`src/rtl/wsfd_pkg.sv`:
```
`timescale 1ns / 1ps
// ----------------------------------------------------------------------------
// WebSocket deframer package
// Shared constants, result codes and the command type that the parser hands
// through the queue to the output stage.
// ----------------------------------------------------------------------------
package wsfd_pkg;

	// Result kinds.
	localparam logic [1:0] KIND_PAYLOAD   = 2'd0;
	localparam logic [1:0] KIND_EMPTY_END = 2'd1;
	localparam logic [1:0] KIND_PONG      = 2'd2;
	localparam logic [1:0] KIND_ERROR     = 2'd3;

	// Frame opcodes that the parser acts on.
	localparam logic [3:0] OP_CONT = 4'h0;
	localparam logic [3:0] OP_TEXT = 4'h1;
	localparam logic [3:0] OP_BIN  = 4'h2;
	localparam logic [3:0] OP_PING = 4'h9;

	// Seven-bit length codes that announce an extended length field.
	localparam logic [6:0] LEN16_CODE = 7'd126;
	localparam logic [6:0] LEN64_CODE = 7'd127;
	localparam logic [3:0] LEN16_BYTES = 4'd2;
	localparam logic [3:0] LEN64_BYTES = 4'd8;
	localparam logic [3:0] MASK_KEY_BYTES = 4'd4;

	// Configuration registers.
	localparam int unsigned CFG_IDX_W = 1;
	localparam logic [CFG_IDX_W-1:0] CFG_MAX_SIZE    = 1'b0;
	localparam logic [CFG_IDX_W-1:0] CFG_CLIENT_MODE = 1'b1;
	localparam logic [31:0] MAX_SIZE_RESET = 32'd33554432;

	// Queue between the parser and the output stage.
	localparam int unsigned QDEPTH = 2;
	localparam int unsigned QPTR_W = (QDEPTH > 1) ? $clog2(QDEPTH) : 1;
	localparam int unsigned QCNT_W = $clog2(QDEPTH + 1);

	// One result as produced by the parser; the payload byte is still masked.
	typedef struct packed {
		logic [1:0]  kind;
		logic [7:0]  raw_byte;
		logic [7:0]  key_byte;
		logic [3:0]  opcode;
		logic        last;
		logic [31:0] length;
	} cmd_t;

endpackage

```
`src/rtl/wsfd_byte_if.sv`:
```
`timescale 1ns / 1ps
// ----------------------------------------------------------------------------
// Received byte channel
// Valid/ready channel carrying one connection byte per request.
// ----------------------------------------------------------------------------
interface wsfd_byte_if;
	logic       valid;
	logic       ready;
	logic [7:0] rx_byte;

	modport source (output valid, output rx_byte, input ready);
	modport sink (input valid, input rx_byte, output ready);
endinterface

```
`src/rtl/wsfd_res_if.sv`:
```
`timescale 1ns / 1ps
// ----------------------------------------------------------------------------
// Result channel
// Valid/ready channel carrying one decoded result per request.
// ----------------------------------------------------------------------------
interface wsfd_res_if;
	logic        valid;
	logic        ready;
	logic [1:0]  kind;
	logic [7:0]  payload_byte;
	logic [3:0]  message_opcode;
	logic        message_last;
	logic [31:0] message_length;

	modport source (output valid, output kind, output payload_byte,
		output message_opcode, output message_last, output message_length,
		input ready);
	modport sink (input valid, input kind, input payload_byte,
		input message_opcode, input message_last, input message_length,
		output ready);
endinterface

```
`src/rtl/wsfd_cfg_if.sv`:
```
`timescale 1ns / 1ps
// ----------------------------------------------------------------------------
// Configuration write channel
// Valid/ready channel carrying a register index and its write data.
// ----------------------------------------------------------------------------
interface wsfd_cfg_if;
	logic                            valid;
	logic                            ready;
	logic [wsfd_pkg::CFG_IDX_W-1:0]  index;
	logic [31:0]                     data;

	modport source (output valid, output index, output data, input ready);
	modport sink (input valid, input index, input data, output ready);
endinterface

```
`src/rtl/wsfd_parser.sv`:
```
`timescale 1ns / 1ps
// ----------------------------------------------------------------------------
// Frame parser (front end)
// Accepts one received byte per cycle while the queue has room, tracks frame
// layout, checks the message length limit, queues one command per result.
// ----------------------------------------------------------------------------
module wsfd_parser (
	input  logic              clk,
	input  logic              arst_n,
	wsfd_byte_if.sink         rx,
	wsfd_cfg_if.sink          cfg,
	input  logic              q_full,
	output logic              push,
	output wsfd_pkg::cmd_t    cmd
);

	localparam logic [2:0] PH_HDR0    = 3'd0;
	localparam logic [2:0] PH_HDR1    = 3'd1;
	localparam logic [2:0] PH_EXTLEN  = 3'd2;
	localparam logic [2:0] PH_MASK    = 3'd3;
	localparam logic [2:0] PH_PAYLOAD = 3'd4;

	logic [2:0]  phase_q, phase_d;
	logic        fin_q, fin_d;
	logic [3:0]  fop_q, fop_d;
	logic        masked_q, masked_d;
	logic [3:0]  cnt_q, cnt_d;
	logic [63:0] len_q, len_d;
	logic [31:0] key_q, key_d;
	logic [1:0]  idx_q, idx_d;
	logic [31:0] acc_q, acc_d;
	logic [3:0]  mop_q, mop_d;
	logic        closed_q, closed_d;
	logic [31:0] max_q;
	logic        client_q;

	logic        accept;
	logic [7:0]  b;
	logic [63:0] ld_len;
	logic [31:0] room;
	logic        too_big;
	logic        known;
	logic        start_payload;
	logic        err;
	logic [3:0]  mop_upd;
	logic [7:0]  key_byte;
	logic [31:0] acc_inc;

	// Bytes are taken whenever the queue has room for a result.
	assign rx.ready = !q_full;
	assign accept   = rx.valid && rx.ready;
	assign b        = rx.rx_byte;
	assign cfg.ready = 1'b1;

	// Configuration registers.
	always_ff @(posedge clk or negedge arst_n) begin
		if (!arst_n) begin
			max_q    <= wsfd_pkg::MAX_SIZE_RESET;
			client_q <= 1'b0;
		end else if (cfg.valid) begin
			case (cfg.index)
				wsfd_pkg::CFG_MAX_SIZE:    max_q <= cfg.data;
				wsfd_pkg::CFG_CLIENT_MODE: client_q <= cfg.data[0];
				default: ;
			endcase
		end
	end

	// Length as it stands once this byte is folded in, and the limit check.
	assign ld_len  = (phase_q == PH_EXTLEN) ? {len_q[55:0], b} : {57'd0, b[6:0]};
	assign room    = max_q - acc_q;
	assign too_big = (acc_q >= max_q) || (ld_len >= {32'd0, room});
	assign mop_upd = ((mop_q == wsfd_pkg::OP_CONT) && (fop_q != wsfd_pkg::OP_CONT))
		? fop_q : mop_q;
	assign acc_inc = acc_q + 32'd1;

	// Mask key byte for the current payload position, first key byte first.
	always_comb begin
		case (idx_q)
			2'd0:    key_byte = key_q[31:24];
			2'd1:    key_byte = key_q[23:16];
			2'd2:    key_byte = key_q[15:8];
			default: key_byte = key_q[7:0];
		endcase
	end

	// Next-state logic of the parser.
	always_comb begin
		phase_d  = phase_q;
		fin_d    = fin_q;
		fop_d    = fop_q;
		masked_d = masked_q;
		cnt_d    = cnt_q;
		len_d    = len_q;
		key_d    = key_q;
		idx_d    = idx_q;
		acc_d    = acc_q;
		mop_d    = mop_q;
		closed_d = closed_q;
		known         = 1'b0;
		start_payload = 1'b0;
		err           = 1'b0;
		push = 1'b0;
		cmd  = '0;

		if (accept && !closed_q) begin
			case (phase_q)
				PH_HDR0: begin
					fin_d   = b[7];
					fop_d   = b[3:0];
					phase_d = PH_HDR1;
				end
				PH_HDR1: begin
					masked_d = b[7];
					phase_d  = PH_HDR0;
					if (fop_q == wsfd_pkg::OP_PING) begin
						push     = 1'b1;
						cmd.kind = wsfd_pkg::KIND_PONG;
					end else if (fop_q == wsfd_pkg::OP_CONT || fop_q == wsfd_pkg::OP_TEXT ||
						fop_q == wsfd_pkg::OP_BIN) begin
						if (!client_q && !b[7]) begin
							err = 1'b1;
						end else if (b[6:0] == wsfd_pkg::LEN16_CODE) begin
							len_d   = '0;
							cnt_d   = wsfd_pkg::LEN16_BYTES;
							phase_d = PH_EXTLEN;
						end else if (b[6:0] == wsfd_pkg::LEN64_CODE) begin
							len_d   = '0;
							cnt_d   = wsfd_pkg::LEN64_BYTES;
							phase_d = PH_EXTLEN;
						end else begin
							len_d = ld_len;
							known = 1'b1;
						end
					end
				end
				PH_EXTLEN: begin
					len_d = ld_len;
					cnt_d = cnt_q - 4'd1;
					known = (cnt_q == 4'd1);
				end
				PH_MASK: begin
					key_d = {key_q[23:0], b};
					cnt_d = cnt_q - 4'd1;
					start_payload = (cnt_q == 4'd1);
				end
				PH_PAYLOAD: begin
					acc_d = acc_inc;
					idx_d = idx_q + 2'd1;
					len_d = len_q - 64'd1;
					push  = 1'b1;
					cmd.kind     = wsfd_pkg::KIND_PAYLOAD;
					cmd.raw_byte = b;
					cmd.key_byte = key_byte;
					cmd.opcode   = mop_q;
					if (len_q == 64'd1) begin
						phase_d = PH_HDR0;
						if (fin_q) begin
							cmd.last   = 1'b1;
							cmd.length = acc_inc;
							acc_d = '0;
							mop_d = wsfd_pkg::OP_CONT;
						end
					end
				end
				default: phase_d = PH_HDR0;
			endcase

			// Frame length is complete: check the limit, then mask key or payload.
			if (known) begin
				if (too_big) begin
					err = 1'b1;
				end else begin
					mop_d = mop_upd;
					key_d = '0;
					if (masked_d) begin
						phase_d = PH_MASK;
						cnt_d   = wsfd_pkg::MASK_KEY_BYTES;
					end else begin
						start_payload = 1'b1;
					end
				end
			end

			// Payload start; an empty final frame ends the message at once.
			if (start_payload) begin
				idx_d = '0;
				if (len_d != 64'd0) begin
					phase_d = PH_PAYLOAD;
				end else begin
					phase_d = PH_HDR0;
					if (fin_q) begin
						push       = 1'b1;
						cmd.kind   = wsfd_pkg::KIND_EMPTY_END;
						cmd.opcode = mop_d;
						cmd.last   = 1'b1;
						cmd.length = acc_q;
						acc_d = '0;
						mop_d = wsfd_pkg::OP_CONT;
					end
				end
			end

			// Protocol or size violation closes the block until reset.
			if (err) begin
				closed_d = 1'b1;
				phase_d  = PH_HDR0;
				push     = 1'b1;
				cmd      = '0;
				cmd.kind = wsfd_pkg::KIND_ERROR;
			end
		end
	end

	// Parser state registers.
	always_ff @(posedge clk or negedge arst_n) begin
		if (!arst_n) begin
			phase_q  <= PH_HDR0;
			fin_q    <= 1'b0;
			fop_q    <= '0;
			masked_q <= 1'b0;
			cnt_q    <= '0;
			len_q    <= '0;
			key_q    <= '0;
			idx_q    <= '0;
			acc_q    <= '0;
			mop_q    <= '0;
			closed_q <= 1'b0;
		end else begin
			phase_q  <= phase_d;
			fin_q    <= fin_d;
			fop_q    <= fop_d;
			masked_q <= masked_d;
			cnt_q    <= cnt_d;
			len_q    <= len_d;
			key_q    <= key_d;
			idx_q    <= idx_d;
			acc_q    <= acc_d;
			mop_q    <= mop_d;
			closed_q <= closed_d;
		end
	end

	// Once closed, the block stays closed and produces nothing more.
	assert property (@(posedge clk) disable iff (!arst_n) closed_q |=> closed_q)
		else $error("closed flag dropped without reset");
	assert property (@(posedge clk) disable iff (!arst_n) closed_q |-> !push)
		else $error("result pushed while closed");

endmodule

```
`src/rtl/wsfd_queue.sv`:
```
`timescale 1ns / 1ps
// ----------------------------------------------------------------------------
// Command queue
// Small FIFO between the parser and the output stage so each side can stall
// without holding up the other.
// ----------------------------------------------------------------------------
module wsfd_queue (
	input  logic                  clk,
	input  logic                  arst_n,
	input  logic                  push,
	input  wsfd_pkg::cmd_t        push_cmd,
	input  logic                  pop,
	output wsfd_pkg::cmd_t        head,
	output logic                  full,
	output logic                  empty
);

	localparam logic [wsfd_pkg::QPTR_W-1:0] LAST_PTR = wsfd_pkg::QPTR_W'(wsfd_pkg::QDEPTH - 1);

	wsfd_pkg::cmd_t                 mem_q [wsfd_pkg::QDEPTH];
	logic [wsfd_pkg::QPTR_W-1:0]    wr_ptr_q;
	logic [wsfd_pkg::QPTR_W-1:0]    rd_ptr_q;
	logic [wsfd_pkg::QCNT_W-1:0]    count_q;

	assign full  = (count_q == wsfd_pkg::QCNT_W'(wsfd_pkg::QDEPTH));
	assign empty = (count_q == '0);
	assign head  = mem_q[rd_ptr_q];

	// Storage.
	always_ff @(posedge clk) begin
		if (push) begin
			mem_q[wr_ptr_q] <= push_cmd;
		end
	end

	// Pointers and fill count.
	always_ff @(posedge clk or negedge arst_n) begin
		if (!arst_n) begin
			wr_ptr_q <= '0;
			rd_ptr_q <= '0;
			count_q  <= '0;
		end else begin
			if (push) begin
				wr_ptr_q <= (wr_ptr_q == LAST_PTR) ? '0 : wr_ptr_q + 1'b1;
			end
			if (pop) begin
				rd_ptr_q <= (rd_ptr_q == LAST_PTR) ? '0 : rd_ptr_q + 1'b1;
			end
			if (push && !pop) begin
				count_q <= count_q + 1'b1;
			end else if (pop && !push) begin
				count_q <= count_q - 1'b1;
			end
		end
	end

	assert property (@(posedge clk) disable iff (!arst_n) push |-> (!full || pop))
		else $error("queue overflow");
	assert property (@(posedge clk) disable iff (!arst_n) pop |-> !empty)
		else $error("queue underflow");

endmodule

```
`src/rtl/wsfd_emit.sv`:
```
`timescale 1ns / 1ps
// ----------------------------------------------------------------------------
// Result output stage (back end)
// Takes commands from the queue, unmasks payload bytes and holds each result
// in an output register until the consumer takes it.
// ----------------------------------------------------------------------------
module wsfd_emit (
	input  logic              clk,
	input  logic              arst_n,
	input  logic              q_empty,
	input  wsfd_pkg::cmd_t    head,
	output logic              pop,
	wsfd_res_if.source        res
);

	logic        valid_q;
	logic [1:0]  kind_q;
	logic [7:0]  byte_q;
	logic [3:0]  opcode_q;
	logic        last_q;
	logic [31:0] length_q;

	// Refill the output register when it is empty or being taken.
	assign pop = !q_empty && (!valid_q || res.ready);

	always_ff @(posedge clk or negedge arst_n) begin
		if (!arst_n) begin
			valid_q <= 1'b0;
		end else if (pop) begin
			valid_q <= 1'b1;
		end else if (res.ready) begin
			valid_q <= 1'b0;
		end
	end

	// Result payload, unmasked on the way in.
	always_ff @(posedge clk) begin
		if (pop) begin
			kind_q   <= head.kind;
			byte_q   <= head.raw_byte ^ head.key_byte;
			opcode_q <= head.opcode;
			last_q   <= head.last;
			length_q <= head.length;
		end
	end

	assign res.valid          = valid_q;
	assign res.kind           = kind_q;
	assign res.payload_byte   = byte_q;
	assign res.message_opcode = opcode_q;
	assign res.message_last   = last_q;
	assign res.message_length = length_q;

	assert property (@(posedge clk) disable iff (!arst_n)
		(res.valid && res.kind != wsfd_pkg::KIND_PAYLOAD) |-> (res.payload_byte == 8'd0))
		else $error("non-payload result carries a data byte");

endmodule

```
`src/rtl/websocket_frame_deframer.sv`:
```
`timescale 1ns / 1ps
// ----------------------------------------------------------------------------
// WebSocket frame deframer
// Receive-side frame parser: header, extended length, mask key and payload
// unmasking, with message accounting, pong requests and error close.
// ----------------------------------------------------------------------------
// The block takes one received byte per clock cycle while the command queue
// has room and keeps that rate for any mix of frames, since each byte updates
// the parser state as it is taken. A result reaches res through the two-entry
// command queue and then the output register.
// The byte input stalls only while that queue is full, which happens only
// when the result consumer holds res.ready low. Configuration writes are
// always taken and must be made while no request is in flight. After an
// error close every byte is still taken but ignored until reset.
// ----------------------------------------------------------------------------
module websocket_frame_deframer (
	input  logic        clk,
	input  logic        arst_n,
	wsfd_byte_if.sink   rx,
	wsfd_res_if.source  res,
	wsfd_cfg_if.sink    cfg
);

	logic              push;
	logic              pop;
	logic              q_full;
	logic              q_empty;
	wsfd_pkg::cmd_t    push_cmd;
	wsfd_pkg::cmd_t    head;

	// Front end: parse bytes into result commands.
	wsfd_parser u_parser (
		.clk    (clk),
		.arst_n (arst_n),
		.rx     (rx),
		.cfg    (cfg),
		.q_full (q_full),
		.push   (push),
		.cmd    (push_cmd)
	);

	// Decoupling queue.
	wsfd_queue u_queue (
		.clk      (clk),
		.arst_n   (arst_n),
		.push     (push),
		.push_cmd (push_cmd),
		.pop      (pop),
		.head     (head),
		.full     (q_full),
		.empty    (q_empty)
	);

	// Back end: unmask and present results.
	wsfd_emit u_emit (
		.clk     (clk),
		.arst_n  (arst_n),
		.q_empty (q_empty),
		.head    (head),
		.pop     (pop),
		.res     (res)
	);

endmodule
```
`src/flat_wrapper.sv`:
```
// flat-port wrapper written by rule: the top's interface ports become plain ports
module websocket_frame_deframer_flat 
  (clk, arst_n, rx_valid, rx_rx_byte, rx_ready, res_valid, res_kind, res_payload_byte, res_message_opcode, res_message_last, res_message_length, res_ready, cfg_valid, cfg_index, cfg_data, cfg_ready);
  wsfd_byte_if rx_i ();
  wsfd_res_if res_i ();
  wsfd_cfg_if cfg_i ();
  input  logic clk;
  input  logic arst_n;
  input wire logic [$bits(rx_i.valid)-1:0] rx_valid;
  input wire logic [$bits(rx_i.rx_byte)-1:0] rx_rx_byte;
  output wire logic [$bits(rx_i.ready)-1:0] rx_ready;
  output wire logic [$bits(res_i.valid)-1:0] res_valid;
  output wire logic [$bits(res_i.kind)-1:0] res_kind;
  output wire logic [$bits(res_i.payload_byte)-1:0] res_payload_byte;
  output wire logic [$bits(res_i.message_opcode)-1:0] res_message_opcode;
  output wire logic [$bits(res_i.message_last)-1:0] res_message_last;
  output wire logic [$bits(res_i.message_length)-1:0] res_message_length;
  input wire logic [$bits(res_i.ready)-1:0] res_ready;
  input wire logic [$bits(cfg_i.valid)-1:0] cfg_valid;
  input wire logic [$bits(cfg_i.index)-1:0] cfg_index;
  input wire logic [$bits(cfg_i.data)-1:0] cfg_data;
  output wire logic [$bits(cfg_i.ready)-1:0] cfg_ready;
  assign rx_i.valid = rx_valid;
  assign rx_i.rx_byte = rx_rx_byte;
  assign rx_ready = rx_i.ready;
  assign res_valid = res_i.valid;
  assign res_kind = res_i.kind;
  assign res_payload_byte = res_i.payload_byte;
  assign res_message_opcode = res_i.message_opcode;
  assign res_message_last = res_i.message_last;
  assign res_message_length = res_i.message_length;
  assign res_i.ready = res_ready;
  assign cfg_i.valid = cfg_valid;
  assign cfg_i.index = cfg_index;
  assign cfg_i.data = cfg_data;
  assign cfg_ready = cfg_i.ready;
  websocket_frame_deframer u_core (.clk(clk), .arst_n(arst_n), .rx(rx_i), .res(res_i), .cfg(cfg_i));
endmodule
```
`config.mk`:
```
export PLATFORM = sky130hd
export DESIGN_NAME = websocket_frame_deframer_flat
export DESIGN_NICKNAME = d
export VERILOG_FILES = /design/src/rtl/wsfd_pkg.sv /design/src/rtl/wsfd_byte_if.sv /design/src/rtl/wsfd_res_if.sv /design/src/rtl/wsfd_cfg_if.sv /design/src/rtl/wsfd_parser.sv /design/src/rtl/wsfd_queue.sv /design/src/rtl/wsfd_emit.sv /design/src/rtl/websocket_frame_deframer.sv /design/src/flat_wrapper.sv
export SDC_FILE = /design/constraint.sdc
export NUM_CORES = 1
export LEC_CHECK = 0
export BUFFER_PORTS_ARGS = -buffer_cell sky130_fd_sc_hd__buf_2
export CAP_MARGIN = 10
export CORE_MARGIN = 4
export CORE_UTILIZATION = 25
export DETAILED_ROUTE_END_ITERATION = 6
export REMOVE_ABC_BUFFERS = 1
export SLEW_MARGIN = 25
export SYNTH_ARGS = -nofsm -noshare
export SYNTH_HDL_FRONTEND = slang
export SYNTH_HIERARCHICAL = 1
export SYNTH_SLANG_ARGS = --single-unit
```
`constraint.sdc`:
```
create_clock -name clk -period 9.49 [get_ports clk]
set_clock_uncertainty 0.2 [all_clocks]
set_input_delay 1.898 -clock clk [delete_from_list [all_inputs] [get_ports clk]]
set_output_delay 1.898 -clock clk [all_outputs]
set_load 0.02 [all_outputs]
```
== Word level (Yosys, flattened, before mapping) ==
Memories as Yosys holds them, arrays and structs flattened.
Index checks and enable logic that the tools add are counted.

* Flip-flop bits (word level): 233
* Memory bits (writable): 110
* Memories: 1

* $add $sub $neg: 9
* Magnitude comparators: 2
* Eq/ne operators: 14
* Muxes and demuxes: 100
* Bitwise operators: 2
* Reduce and logical (&&, ||, !) cells: 35

{| class="wikitable"
|+ Memories
! memory !! depth !! bits a word !! rd ports !! clocked after Yosys merged registers in !! write ports !! RTL line !! source
|-
| u_core.u_queue.mem_q || 2 || 55 || 1 || 0 || 1 || wsfd_queue.sv:20 || <nowiki>wsfd_pkg::cmd_t mem_q [wsfd_pkg::QDEPTH];</nowiki>
|}

{| class="wikitable"
|+ Operators with widths
! operator !! count
|-
| $mux W64 || 7
|-
| $mux W32 || 9
|-
| $pmux W64 S3 || 1
|-
| $mux W37 || 3
|-
| $mux W55 || 2
|-
| $mux W4 || 17
|-
| $mux W33 || 2
|-
| $eq A64 B1 Y1 const B || 1
|-
| $ge A64 B32 Y1 || 1
|-
| $reduce_bool A64 Y1 || 1
|-
| $sub A64 B1 Y64 const B || 1
|-
| $mux W53 || 1
|-
| $add A32 B1 Y32 const B || 1
|-
| $ge A32 B32 Y1 || 1
|-
| $mux W1 || 32
|-
| $sub A32 B32 Y32 || 1
|-
| $mux W2 || 14
|-
| $pmux W8 S3 || 1
|-
| $mux W3 || 7
|-
| $eq A7 B7 Y1 const B || 2
|-
| $pmux W3 S4 || 1
|-
| $reduce_and A2 Y1 || 5
|-
| $eq A4 B1 Y1 const B || 2
|-
| $logic_not A1 Y1 || 8
|-
| other kinds (23) || 41
|}

== Longest topological paths before layout ==
* Depth in word-level cells: 18
* Gate-level depth with buffers: 29
* Gate-level depth less buffers: 29

== Hierarchy ==
The synthesis kept the hierarchy.

{| class="wikitable"
|+ By module, submodules not included
! module !! times used !! cells an instance !! area each (µm²) !! sequential area each (µm²)
|-
| wsfd_parser || 1 || 1,976 || 15,528.6 || 4,530.6
|-
| wsfd_queue || 1 || 187 || 4,320.4 || 3,403.3
|-
| wsfd_emit || 1 || 60 || 1,531.5 || 1,436.4
|}

== Worst setup path before layout ==
Ideal clock, no wire load.

* Kind: reg2reg
* Start point: register u_core.u_parser.acc_q[5]
* End point: memory u_core/u_queue/mem_q[0][0] in the netlist's numbering (enable)
* Data arrival time: 7.509 ns
* Required time: 8.815 ns
* Setup slack: 1.307 ns
* Cell stages (with the launch flop): 25
* Buffers on the path: 0
* Clock period less this slack: 8.183 ns
* Cells stage by stage: dfrtp_1 > clkinv_1 > ha_1 > a211oi_1 > nor2_1 > o41a_1 > o21ai_0 > nand3_1 > a2111oi_0 > nor3_1 > a21oi_1 > o21ai_0 > a41oi_1 > xor2_1 > ha_1 > a21o_1 > a21oi_1 > o211a_1 > o2111ai_1 > nor2b_1 > a22oi_1 > nor4b_4 > o21a_1 > nand3b_1 > nor2b_1

* Word-level cells in the longest chain between the ends: 11
* Elaborated cells on any way between the ends: 15
* Those cells by class: 1 x add/sub; 2 x order compare; 11 x mux; 1 x reduce/logical

{| class="wikitable"
|+ Ends and longest elaborated chain
! element !! RTL line !! source
|-
| start, declared || wsfd_parser.sv:31 || <nowiki>logic [31:0] acc_q, acc_d;</nowiki>
|-
| start signal, assigned || wsfd_parser.sv:226 || <nowiki>acc_q <= '0;</nowiki>
|-
| start signal, assigned || wsfd_parser.sv:238 || <nowiki>acc_q <= acc_d;</nowiki>
|-
| $sub A32 B32 Y32 || wsfd_parser.sv:71 || <nowiki>assign room = max_q - acc_q;</nowiki>
|-
| $ge A64 B32 Y1 || wsfd_parser.sv:72 || <nowiki>assign too_big = (acc_q >= max_q) || (ld_len >= {32'd0, room});</nowiki>
|-
| $logic_or A1 B1 Y1 * || wsfd_parser.sv:72 ||
|-
| $mux W1 || wsfd_parser.sv:171 || <nowiki>if (too_big) begin</nowiki>
|-
| $mux W1 || wsfd_parser.sv:170 || <nowiki>if (known) begin</nowiki>
|-
| $mux W1 || wsfd_parser.sv:106 || <nowiki>if (accept && !closed_q) begin</nowiki>
|-
| $mux W1 || wsfd_parser.sv:186 || <nowiki>if (start_payload) begin</nowiki>
|-
| $mux W1 * || wsfd_parser.sv:205 || <nowiki>if (err) begin</nowiki>
|-
| $mux W1 * || wsfd_parser.sv:106 ||
|-
| net u_core.push || websocket_frame_deframer.sv:24 || <nowiki>logic push;</nowiki>
|-
| $mux W1 * || wsfd_queue.sv:31 || <nowiki>if (push) begin</nowiki>
|-
| $mux W1 (implied by the code) * || wsfd_queue.sv:32 || <nowiki>mem_q[wr_ptr_q] <= push_cmd;</nowiki>
|-
| end, declared || wsfd_queue.sv:20 ||
|}

The timed path passes the listed nets; every way through them passes the cells marked *. The select of a mux whose other input is x is not followed.

== Final worst setup path ==
* Start point: register u_core.u_parser.acc_q[5]
* End point: memory u_core/u_queue/mem_q[1][29] in the netlist's numbering (enable)

Same word-level chain as after synthesis.

==> results by group <==
Place
  • Placed Instances: 3319
  • HPWL after DPL: 48.1 mm
  • I/O Buffers: 94
  • Placer Congestion: between 0.9 and 1

Synthesis
  • Leading area contributor after synthesis: edfxtp_1
  • Synth warn: 6
  • Cell Area, Synth: 0.0214 mm²
  • Count of different cell masters after synthesis: 105
  • Post-Syn Instances: 2223
  • Fraction of registers with async set/reset: 54.2%
  • Post-synth top cells: 185 x dfrtp_1, 178 x nand2_1, 171 x o21ai_0, 168 x nor2_1, 157 x edfxtp_1
  • Leading post-synthesis cells by cell area: edfxtp_1 22%, dfrtp_1 22%, ha_1 4.3%, o21ai_0 4.0%, a21oi_1 3.6%
  • Seq/Total Area, Yosys: 43.8%
  • Count leader, synth: dfrtp_1
  • Post-synthesis register bit count: 343
  • Number of flops mapped to enable cells by yosys: 157
  • Synthesized area per cell: between 9 and 10 µm²
  • Post-synth top area share: between 20 and 25%
  • Main synth FF type: dfrtp_1

Floorplanning
  • Die Span Y: 300 µm
  • Top Ports: 96
  • Starting density of the core: 25.4%
  • Core ar.: approximately 0.084 mm²
  • Full die area: approximately 0.09 mm²
  • # rows: around 110
  • Die X: roughly 300 µm

Clock tree
  • Num CTS Buffers: 39
  • Setup Fix Bufs, Post-CTS: 0
  • Clk slew on worst S/H paths: 0.06 ns
  • CTS tree: built
  • Post-CTS sizing: 0
  • Worst skew pair latency: about 0.57 ns
  • Hold buffers post-CTS: 0
  • CTS sink count: between 300 and 400
  • H-tree depth: 2
  • CTS Root Cell: clkbuf_16
  • CTS Buffer Depth: 3

Timing
  • Crit share post-route: roughly 83%
  • Final hold vios: 0
  • Minimum clock period: 7.89 ns
  • Final setup viols: 0
  • Max Clk Rate: 0.127 GHz
  • Sum Neg Setup Slack: 0 ns
  • Slew Viols, Final: 0
  • Slew margin rel.: 29.7%
  • Least-Margin Pin Slew: 1.04 ns
  • RSZ-0062 raised after global routing: no

GRT
  • Grt ovf: 0
  • Initial antenna violation count: 0
  • Total track usage: between 10 and 15%
  • Vias in the first global route: about 18000
  • First-pass GRT wire length: 108 mm
  • Largest net degree at the start of global routing: 70

Pwr
  • PnR Total Power: 6.88 mW
  • P_leak: 9.64 nW
  • PD cells: 284 mW/mm²
  • Maximum vdd drop: 126 µV

Cells and area
  • Post-route insts no fill: 3390
  • Nets: 2347
  • Layout Area Growth over Synthesis: 13.3%
  • Layout cells sized above 1: between 15 and 20%
  • Fill cell count: just under 9000
  • Layout Utilization: between 20% and 30%
  • ANT cells: 0

Route
  • First-pass DRT Iterations: 6
  • Routed WL: 69.4 mm
  • Vias: 18380
  • Via-to-Cell Ratio: 5.42
  • DRC viols: 0
  • Initial drt markers: 2213
  • Routed Antenna Nets: 0
  • Wirelength per Cell: a little over 20 µm

Flow run
  • Max_cap viols: 0

Worst setup path
  • Crit path max fanout: 30
  • CP max stage delay: 0.61 ns
  • Crit end category: flip-flop
  • Worst Setup Start Kind: flip-flop
  • CP max-delay cell: and2_2
  • WS Path Type: flip-flop to flip-flop
  • Crit path DAT: 7.89 ns
  • Req. time, crit path: 9.49 ns

Min path
  • HP Class: flip-flop to flip-flop

Outcome
  • Status: finished, final reports clean
==> critical path, delay by kind of cell (launching register included) <==
family          cells  cell delay [ns]
flops               1             0.35
simple gates        7             1.98
buf+inv             2             0.69
compound gates     13             3.40
xor+xnor            1             0.18
fa+ha+maj           2             0.69
==> report_power, final <==
| part | switching [mW] | total [mW] | internal [mW] |
|---|---|---|---|
| clock | 0.651 | 1.61 | 0.959 |
| sequential | 0.463 | 2.36 | 1.90 |
| combinational | 1.88 | 2.91 | 1.03 |
| total | 3.00 | 6.88 | 3.89 |
==> metrics by stage <==
stage / hold slack (ns) / worst slack, ns / cell area, µm²
detailed placement: 0.256 / 1.66 / 22900
CTS: 0.274 / 1.59 / 24200
finish: 0.276 / 1.60 / 24200
global placement: 0.257 / 1.73 / 22800
global route: 0.295 / 0.871 / 24200
floorplan: 0.236 / 0.0396 / 20600
==> kinds of logic (layout without fill, tap and decap cells) <==
family | after synthesis | count (layout) | synth area share (%)
AO/OA/AOI/OAI | 682 | 682 | 21.1
XOR/XNOR | 49 | 49 | 2.01
adder cells (fa/ha/maj) | 75 | 75 | 4.42
buffers and inverters | 242 | 275 | 4.86
flip-flops | 343 | 343 | 43.8
multiplexers | 98 | 98 | 5.83
other | 1 | 1 | 0.0175
AND/OR/NAND/NOR | 733 | 733 | 18.0
==> metal layers <==
| metal | vias up | part of all wire (%) | track usage, % |
|---|---|---|---|
| met5 | - | 0 | 0 |
| li1 | 8408 | - | - |
| met4 | 0 | 4.1 | 5.76 |
| met1 | 8790 | 42 | 20.1 |
| met3 | 234 | 8.7 | 2.56 |
| met2 | 948 | 45 | 24.1 |
==> cell type report <==
| type | count | area (µm²) | area share (%) |
|---|---|---|---|
| tap | 1134 | 1420 | 5.86 |
| timing repair buffer | 127 | 747 | 3.08 |
| inverter | 77 | 289 | 1.19 |
| clock buffer | 46 | 1040 | 4.31 |
| multi-input combinational | 1638 | 11000 | 45.6 |
| sequential | 343 | 9380 | 38.7 |
| clock inverter | 25 | 315 | 1.30 |
==> worst paths after layout <==
| check | from | to | slack, ns | cells past startpoint |
|---|---|---|---|---|
| worst max-delay path | u_core/u_parser/acc_q[5]$_DFFE_PN0P_ | u_core/u_queue/mem_q[1][29]$_DFFE_PP_ | 1.60 | 25 |
| worst min-delay path | u_core/u_parser/closed_q$_DFFE_PN0P_ | u_core/u_parser/closed_q$_DFFE_PN0P_ | 0.28 | 1 |
| worst max register to register | u_core/u_parser/acc_q[5]$_DFFE_PN0P_ | u_core/u_queue/mem_q[1][29]$_DFFE_PP_ | 1.60 | 25 |
| worst min register to register | u_core/u_parser/closed_q$_DFFE_PN0P_ | u_core/u_parser/closed_q$_DFFE_PN0P_ | 0.28 | 1 |
| max in group asynchronous | arst_n | u_core/u_queue/rd_ptr_q$_DFFE_PN0P_ | 6.55 | 2 |
| min in group asynchronous | arst_n | u_core/u_parser/key_q[31]$_DFFE_PN0P_ | 1.16 | 1 |
==> flip-flops by register name (all words and copies together) (netlist names), 3 cells and up <==
name                              cells
u_core/u_emit/res.message_length     32
u_core/u_emit/res.message_opcode      4
u_core/u_emit/res.payload_byte        8
u_core/u_parser/acc_q                32
u_core/u_parser/cnt_q                 4
u_core/u_parser/fop_q                 4
u_core/u_parser/key_q                32
u_core/u_parser/len_q                64
u_core/u_parser/max_q                32
u_core/u_parser/mop_q                 4
u_core/u_parser/phase_q               3
u_core/u_queue/mem_q                110
==> layout by cell type, fill, tap and decap left out, types with 26 or more instances in the layout <==
master	synthesis	final
nor4_1	38	38
mux2_2	53	53
clkbuf_16	0	40
a21oi_1	155	154
nand2_1	178	176
ha_1	74	74
a22o_1	41	41
inv_1	75	75
a21o_1	28	28
buf_4	3	32
buf_2	27	93
o21ai_0	171	171
and3_1	44	44
a31oi_1	26	26
o22ai_1	26	26
dfrtp_1	185	183
edfxtp_1	157	157
nand4_1	41	41
xor2_1	27	27
nor2_1	168	167
nand3_1	67	67
mux2_4	40	40
nor3_1	60	58
No activity file was read; power rests on OpenSTA's default activity.
